===== src/cle_pkg.sv =====
`timescale 1ns / 1ps
`default_nettype none
package cle_pkg;

   localparam logic [1:0] CMD_TYPED  = 2'd0;
   localparam logic [1:0] CMD_READ   = 2'd1;
   localparam logic [1:0] CMD_FLUSH  = 2'd2;
   localparam logic [1:0] CMD_UNUSED = 2'd3;

   localparam logic [2:0] KIND_ECHO   = 3'd0;
   localparam logic [2:0] KIND_ERASE  = 3'd1;
   localparam logic [2:0] KIND_SIGNAL = 3'd2;
   localparam logic [2:0] KIND_RDBYTE = 3'd3;
   localparam logic [2:0] KIND_STATUS = 3'd4;

   localparam logic [2:0] REG_MODE  = 3'd0;
   localparam logic [2:0] REG_INTR  = 3'd1;
   localparam logic [2:0] REG_SUSP  = 3'd2;
   localparam logic [2:0] REG_ERASE = 3'd3;
   localparam logic [2:0] REG_KILL  = 3'd4;
   localparam logic [2:0] REG_EOF   = 3'd5;

   localparam logic [7:0] DEF_INTR  = 8'h03;
   localparam logic [7:0] DEF_SUSP  = 8'h1A;
   localparam logic [7:0] DEF_ERASE = 8'h7F;
   localparam logic [7:0] DEF_KILL  = 8'h15;
   localparam logic [7:0] DEF_EOF   = 8'h04;
   localparam logic [5:0] DEF_MODE  = 6'h3F;

   localparam logic [7:0] CH_BS    = 8'h08;
   localparam logic [7:0] CH_TAB   = 8'h09;
   localparam logic [7:0] CH_LF    = 8'h0A;
   localparam logic [7:0] CH_CR    = 8'h0D;
   localparam logic [7:0] CH_DEL   = 8'h7F;
   localparam logic [7:0] CH_CARET = 8'h5E;
   localparam logic [7:0] CH_C     = 8'h43;
   localparam logic [7:0] CH_Z     = 8'h5A;
   localparam logic [7:0] CH_SPACE = 8'h20;

   localparam int MAX_RES = 5;

   typedef struct packed {
      logic [2:0] kind;
      logic [7:0] value;
      logic [8:0] erase_count;
      logic       to_console;
   } res_type;

   typedef struct packed {
      logic [5:0] mode;
      logic [7:0] intr_c;
      logic [7:0] susp_c;
      logic [7:0] erase_c;
      logic [7:0] kill_c;
      logic [7:0] eof_c;
   } cfg_type;

endpackage
`default_nettype wire


===== src/cle_csr.sv =====
`timescale 1ns / 1ps
`default_nettype none
module cle_csr
   import cle_pkg::*;
(
   input  wire logic       clock,
   input  wire logic       reset,
   input  wire logic       wr_en,
   input  wire logic [2:0] wr_index,
   input  wire logic [7:0] wr_data,
   output cfg_type         cfg
);

   cfg_type cfg_ff, cfg_in;

   always_comb begin
      cfg_in = cfg_ff;
      if (wr_en) begin
         case (wr_index)
            REG_MODE:  cfg_in.mode    = wr_data[5:0];
            REG_INTR:  cfg_in.intr_c  = (wr_data == 8'd0) ? DEF_INTR : wr_data;
            REG_SUSP:  cfg_in.susp_c  = (wr_data == 8'd0) ? DEF_SUSP : wr_data;
            REG_ERASE: cfg_in.erase_c = (wr_data == 8'd0) ? DEF_ERASE : wr_data;
            REG_KILL:  cfg_in.kill_c  = wr_data;
            REG_EOF:   cfg_in.eof_c   = wr_data;
            default:   cfg_in = cfg_ff;
         endcase
      end
   end

   always_ff @(posedge clock) begin
      if (reset) begin
         cfg_ff <= '{mode: DEF_MODE, intr_c: DEF_INTR, susp_c: DEF_SUSP,
                     erase_c: DEF_ERASE, kill_c: DEF_KILL, eof_c: DEF_EOF};
      end else begin
         cfg_ff <= cfg_in;
      end
   end

   assign cfg = cfg_ff;

endmodule
`default_nettype wire


===== config.mk =====
export PLATFORM = sky130hd
export DESIGN_NAME = cle_csr
export DESIGN_NICKNAME = d
export VERILOG_FILES = /design/src/cle_pkg.sv /design/src/cle_csr.sv
export SDC_FILE = /design/constraint.sdc
export NUM_CORES = 1
export LEC_CHECK = 0
export BUFFER_PORTS_ARGS = -buffer_cell sky130_fd_sc_hd__buf_2
export CORE_MARGIN = 2
export CORE_UTILIZATION = 52
export DETAILED_ROUTE_END_ITERATION = 16
export GPL_TIMING_DRIVEN = 1
export PLACE_DENSITY = 0.94
export SLEW_MARGIN = 5
export SYNTH_ARGS = -nofsm -noshare
export SYNTH_HDL_FRONTEND = slang
export SYNTH_SLANG_ARGS = --single-unit

===== constraint.sdc =====
create_clock -name clock -period 2.9 [get_ports clock]
set_clock_uncertainty 0.05 [all_clocks]
set_input_delay 0.725 -clock clock [delete_from_list [all_inputs] [get_ports clock]]
set_output_delay 0.725 -clock clock [all_outputs]
set_load 0.02 [all_outputs]

==> Yosys cells after proc, flatten, opt, wreduce, memory -nomap -nowiden <==
Index checks and enable logic that the tools add are counted.
{ "word_totals": {"elab_cells": 22, "romBits": 0, "mem_count": 0, "latch_bits": 0, "ramBits": 0, "reg_bits": 46} }
{ "classes": {"n_bitwise": 0, "n_eq_ne": 5, "magnitude_cmp": 0, "div_mod_pow": 0, "n_shift": 0, "addsub": 0, "mul": 0, "muxes": 3, "n_reduce_logical": 8} }
{ "op_table": {"columns": ["operator", "n"], "rows": [
  ["$mux W8", 3],
  ["$reduce_and A2 Y1", 6],
  ["$logic_not A8 Y1", 1],
  ["$eq A3 B2 Y1 const B", 2],
  ["$eq A3 B3 Y1 const B", 2],
  ["$eq A3 B1 Y1 const B", 1],
  ["$logic_not A3 Y1", 1]
]} }

==> Logic depth before layout (Yosys ltp) <==
Gate-level depths: netlist of the first run.
{ "depth": {"word_depth": 2, "ltp_mapped": 5, "mapped_depth_nobuf": 3} }

==> Least setup slack after synthesis of the first run <==
OpenSTA, ideal clock, no wires.
{ "synth_path": {"path_kind": "input to register", "startpoint": "input wr_index[0]", "endpoint": "register cfg_ff, in the netlist cfg[41]", "path_buffers": 1, "slack_ns": 1.249, "cell_stages": 4, "arrival_time_ns": 1.481, "required_time_ns": 2.730, "path_cell_list": "nor4b_4 > buf_6 > nor2b_1 > a211o_1"} }
{ "synth_via": {"elab_chain_cells": 2} }
{ "synth_lines": {"columns": ["item", "line_no", "rtl"], "rows": [
  ["from (decl)", "cle_csr.sv:9", "input wire logic [2:0] wr_index,"],
  ["$logic_not A3 Y1", "cle_csr.sv:19", "case (wr_index)"],
  ["$reduce_and A2 Y1 (no source line)", null, null],
  ["to (signal assigned)", "cle_csr.sv:33", "cfg_ff <= '{mode: DEF_MODE, intr_c: DEF_INTR, susp_c: DEF_SUSP,"],
  ["to (signal assigned)", "cle_csr.sv:36", "cfg_ff <= cfg_in;"],
  ["to (decl)", "cle_csr.sv:14", "cfg_type cfg_ff, cfg_in;"]
]} }
No other way between the ends.
A chain may end at the register's enable or synchronous reset.

==> Worst setup path after layout of the first run <==
{ "layout_path": {"startpoint": "input wr_index[1]", "endpoint": "register cfg_ff, in the netlist cfg[12]"} }
{ "layout_via": {"elab_chain_cells": 2} }
{ "layout_lines": {"columns": ["item", "line_no"], "rows": [
  ["$eq A3 B3 Y1", "cle_csr.sv:19"],
  ["$reduce_and A2 Y1 (no source line)", null]
]} }
No other way between the ends.

==> impl_metrics.yaml, run 1 <==
finish:
  multiInputGateArea_um2: 743
  nFillCells: 295
  fin_nets: 245
  largest_reg_flops: 46
  seqCellArea_um2: 921
  areaGrowthSynthToFinish_pct: 20.0
  n_antenna_cell: 0
  fin_util_pct: 63.7
  drive_above_1_share_pct: 30.6
placed_design:
  io_buffers: 59
  dp_hpwl_um: 2740
  place_congestion: 0.766
synth:
  syn-num-nets: 191
  yosysUniqueCellTypes: 21
  avgSynthCellArea_um2: 9.85
  ys_seq_elements: 46
  syn_area_um2: 1740
  synthTopCellsByArea: "dfxtp_1 53%, mux2i_1 9.8%, nor2_1 5.2%, a211o_1 4.5%, a31oi_1 4.3%"
  yosysWarnings: 0
  netlist_instances: 177
  yosysSeqAreaShare_pct: 52.8
  yosysTopAreaCell: "dfxtp_1"
  synth_top_area_share_pct: 52.8
global_route:
  overflow: 0
  grt_pass1_vias: 1171
  grt_usage_pct: 21.5
  antenna_found_initial: 0
  grt_max_degree: 38
  grt_pass1_wl_um: 5790
worst_setup_path:
  reg2reg_depth: 2
  worstSetupEndpointType: "register"
  reg2reg_slack_ns: 1.99
  crit_fanout: 11
  worstSetupPathType: "primary input to register"
  critPathRequiredTime_ns: 3.11
  r2r_start: "cfg[12]"
  cp-start-kind: "primary input"
  crit_arrival_ns: 1.92
  r2r-end: "cfg[12]"
clock_tree:
  clock_path_buffers: 2
  root_buffer: "clkbuf_4"
  clkLatencyLatePin_ns: 0.35
  clock_sink_count: 46
  cts_tree: "done"
  clkSlewWorstSetupHoldPaths_ns: 0.12
  ctsResizeCount: 0
  cts_setup_buffers: 0
  hold_buffers: 0
  h-tree-depth: 2
  cts_made_buffers: 5
routing:
  vias: 1486
  viasPerCell: 5.35
  first_pass_iters: 4
  wl_um: 3910
  drc: 0
  wl_per_cell_um: 14.1
  drt_iter0_drc: 104
  ant_nets: 0
power:
  power.density_nw_per_um2: 516
  cellLeakagePower_uw: 0.000836
  ir_drop_mv: 0.297
sta:
  setup-violations-final: 0
  tns_ns: 0
  tightest_slew_ns: 0.639
  max_freq_ghz: 0.587
  period_needed_ns: 1.70
  rsz0062_at_grt: "false"
  slew_violations: 0
  timing.hold.ws_ns: 0.411
  fin_crit_sh_pct: 58.8
  slew_headroom_pct: 57.4
  hold_viol: 0
floorplan:
  fp.coreArea_um2: 3280
  die_area_um2: 3830
  fp.dieH_um: 61.9
  io_pins: 60
  die_w_um: 61.9
  num_rows: 21
  start_util_pct: 53.1
worst_hold_path:
  hold_depth: 2
  hold-path-endpoint: "cfg[1]"
  hp-start: "cfg[1]"
  hold_path_class: "register to register"
outcome:
  outcome: "complete, no violations"
run:
  drv_cap: 0
-- worst max path at each step --
stage                 from      end  cells after the start
2_1_floorplan  wr_index[0]  cfg[41]                      4
3_3_place_gp   wr_index[1]   cfg[8]                      4
3_5_place_dp   wr_index[1]  cfg[12]                      4
4_1_cts             cfg[9]   cfg[9]                      1
5_1_grt        wr_index[1]  cfg[12]                      4
6_report       wr_index[1]  cfg[12]                      4
-- placed cells by master (no fill, tap or decap) --
cell type,netlist,routed
a211o_1,9,9
a21oi_1,7,7
a31oi_1,12,12
and4b_1,2,2
and4bb_1,1,1
and4bb_2,1,1
buf_2,5,59
buf_4,3,2
clkbuf_1,4,1
clkbuf_4,0,5
clkbuf_8,0,1
clkinv_2,0,1
dfxtp_1,46,46
mux2i_1,17,17
nand2_1,17,17
nand3b_1,1,1
nand4b_1,1,1
nor2_1,24,24
nor2b_1,9,9
nor3_1,12,12
nor4_1,2,2
nor4b_4,1,1
nor4bb_2,0,1
-- power breakdown --
part	switching, uW	internal [uW]
sequential	7.30	648
clock	193	118
combinational	74.3	39.7
-- worst max-delay path, cell delays in order --
cell      delay, ns
buf_2          0.14
and4bb_1       0.63
nor2b_1        0.13
a211o_1        0.29
-- synth_stat cells --
| master | instances |
|---|---|
| nor4bb_1 | 1 |
| a21oi_1 | 7 |
| a211o_1 | 9 |
| nor2_1 | 24 |
| and4bb_1 | 1 |
| mux2i_1 | 17 |
| and4bb_2 | 1 |
| nand4b_1 | 1 |
| buf_4 | 3 |
| clkbuf_1 | 4 |
| and4b_1 | 2 |
| nor4_1 | 2 |
| buf_2 | 5 |
| nor2b_1 | 9 |
| nand2_1 | 17 |
| buf_6 | 2 |
| nor3_1 | 12 |
| nand3b_1 | 1 |
| dfxtp_1 | 46 |
| a31oi_1 | 12 |
| nor4b_4 | 1 |
-- layer usage --
metal	GRT usage, %	part of all wire, %	routed length, um	vias to the layer above
met5	0	0	0	-
met4	8.51	1.3	51	0
met3	8.07	8.2	321	6
met2	32.0	47	1850	59
met1	28.3	43	1690	688
li1	-	-	-	733
-- cell families after synthesis --
logic type,after synthesis,share of synthesized area [%]
AND/OR/NAND/NOR,72,21.7
flip-flops,46,52.8
AO/OA/AOI/OAI,28,10.8
multiplexers,17,9.76
buffers and inverters,14,4.88
-- cell type report --
type / count / area share [%]
flip-flops and latches: 46 / 44.0
multi-input cells: 117 / 35.5
repair buffers: 61 / 14.8
well taps: 46 / 2.75
clock buffers: 7 / 2.63
clock inverters: 1 / 0.239
-- metrics by stage --
step,cell area [um^2],power [uW],cells,setup WS [ns]
final,2090,1080,278,1.20
after global routing,2090,1130,278,1.15
after CTS,2090,1090,278,1.22
after detailed placement,2030,783,270,0.838
after global placement,2030,780,270,0.917
after floorplan,1740,738,177,1.25
(Power assumes the default switching activity.)
==> run 2: changes to the inputs <==
Settings changed: CORE_UTILIZATION 52 to 44, PLACE_DENSITY 0.94 to 0.86.
Clock period 2.9 ns to 1.45 ns, I/O delays scaled along.
==> run 2 against run 1 <==
  * Critical path depth unchanged
  * Clock power rose to 2.5 times the previous value
  * Count of clock-buffer cells in the layout did not move
  * Routed wire length increased by 16%
  * Total power rose by 120%
  * Critical path type unchanged
  * Highest routed layer unchanged
==> impl_metrics.yaml, run 2 (synthesis results as in run 1) <==
outcome:
  outcome: "complete, no violations"
power:
  fin_total_pwr_uw: 2380
  power.density_nw_per_um2: 1020
  seq_power_share_pct: 54.9
  cellLeakagePower_uw: 0.000974
  ir_drop_mv: 0.555
  p_sw_share_pct: 24.6
  p_comb_share_pct: 11.9
  intPower_uw: 1800
  p_sw_uw: 586
  clock_power_share_pct: 33.2
worst_setup_path:
  r2r-end: "cfg[12]"
  crit_fanout: 10
  critPathRequiredTime_ns: 1.58
  cp_top_family: "simple AND/OR/NAND/NOR gates"
  r2r_start: "cfg[12]"
  worstPathCellList: "buf_2 > and4bb_1 > nor2b_1 > a211o_1"
  slowest_stage: "and4bb_1"
  cp-start-kind: "primary input"
  max_stage_delay_ns: 0.56
  reg2reg_slack_ns: 0.54
  reg2reg_depth: 2
  crit_arrival_ns: 1.45
  worstSetupEndpointType: "register"
  path_buf_inv: 1
  worstSetupPathType: "primary input to register"
sta:
  rsz0062_at_grt: "false"
  tightest_slew_ns: 0.473
  slew_violations: 0
  slew_headroom_pct: 68.5
  hold_viol: 0
  max_freq_ghz: 0.756
  fin_crit_sh_pct: 91.2
  setup-violations-final: 0
  period_needed_ns: 1.32
clock_tree:
  h-tree-depth: 2
  ctsResizeCount: 0
  clkSlewWorstSetupHoldPaths_ns: 0.09
  clock_path_buffers: 2
  clkLatencyLatePin_ns: 0.29
  hold_buffers: 0
  clock_sink_count: 46
  cts_made_buffers: 5
  cts_setup_buffers: 0
  root_buffer: "clkbuf_8"
  cts_tree: "done"
placed_design:
  place_area_um2: 2240
  placedCellCount: 296
  io_buffers: 59
  dp_hpwl_um: 3360
  place_congestion: 0.802
floorplan:
  fp.coreArea_um2: 3740
  num_rows: 22
  io_pins: 60
  start_util_pct: 46.6
  fp.dieH_um: 66.9
  die_area_um2: 4480
  die_w_um: 66.9
global_route:
  grt_pass1_vias: 1459
  antenna_found_initial: 0
  overflow: 0
  grt_usage_pct: 21.3
  grt_pass1_wl_um: 6970
  grt_max_degree: 31
run:
  drv_cap: 0
finish:
  stdcell_count: 304
  multiInputGateArea_um2: 743
  largest_reg_flops: 46
  final_cell_mix: "59 x buf_2, 46 x dfxtp_1, 24 x nor2_1, 24 x buf_4"
  drive_above_1_share_pct: 37.1
  seqCellArea_um2: 921
  areaGrowthSynthToFinish_pct: 33.7
  n_antenna_cell: 0
  fin_nets: 269
  nFillCells: 346
  final_common_cell: "buf_2"
  final_cell_area_um2: 2330
routing:
  drc: 0
  ant_nets: 0
  viasPerCell: 5.21
  first_pass_iters: 4
  wl_per_cell_um: 14.9
  drt_iter0_drc: 124
  wl_um: 4530
  vias: 1584
worst_hold_path:
  hp-start: "wr_data[0]"
  hold-path-endpoint: "cfg[8]"
  hold_path_class: "primary input to register"
  hold_depth: 3
run 2: cell types whose count changed in the layout (fill, tap and decap cells not counted), sizes merged:
cell,before,now
buf,61,85
run 2: worst register-to-register path, stage by stage, from the launching register on:
cell and delay, ns:
dfxtp_1 0.34, nor2b_1 0.15, a211o_1 0.28
run 2: area by class of cell:
type	count	area share (%)
clock buffer	7	3.70
clock inverter	1	0.215
multi-input combinational	117	31.9
sequential	46	39.5
tap	48	2.58
timing repair buffer	85	22.1
run 2: power groups by stage:
stage	registers [uW]	clock network, uW	logic, uW
global route	1310	852	305
detailed placement	1340	0	282
finish	1310	791	284
floorplan	1380	0	99.1
CTS	1310	798	283
global placement	1340	0	275
run 2: how the worst max path moves through the flow:
stage / cells after the start / startpoint / slack, ns / end
2_1_floorplan: 4 / wr_index[0] / 0.16 / cfg[41]
3_3_place_gp: 4 / wr_index[0] / -0.09 / cfg[8]
3_5_place_dp: 4 / wr_index[0] / -0.16 / cfg[12]
4_1_cts: 4 / wr_index[0] / 0.16 / cfg[10]
5_1_grt: 4 / wr_index[0] / 0.11 / cfg[10]
6_report: 4 / wr_index[0] / 0.13 / cfg[10]
run 2: per-layer routing:
| layer | wire [um] | share of wire, % | track usage (%) |
|---|---|---|---|
| met5 | 0 | 0 | 0 |
| met3 | 290 | 6.4 | 6.42 |
| met4 | 59 | 1.3 | 6.38 |
| met2 | 2160 | 48 | 34.6 |
| met1 | 2020 | 45 | 27.0 |
run 2: per-stage QoR:
stage,setup slack [ns],utilization (%),TNS [ns],hold slack (ns)
after floorplan,0.162,-,0,0.430
after global placement,-0.0914,59.8,-1.09,0.393
after detailed placement,-0.158,59.8,-1.99,0.396
after CTS,0.156,62.3,0,0.391
after global routing,0.107,62.3,0,0.403
final,0.128,62.3,0,0.390
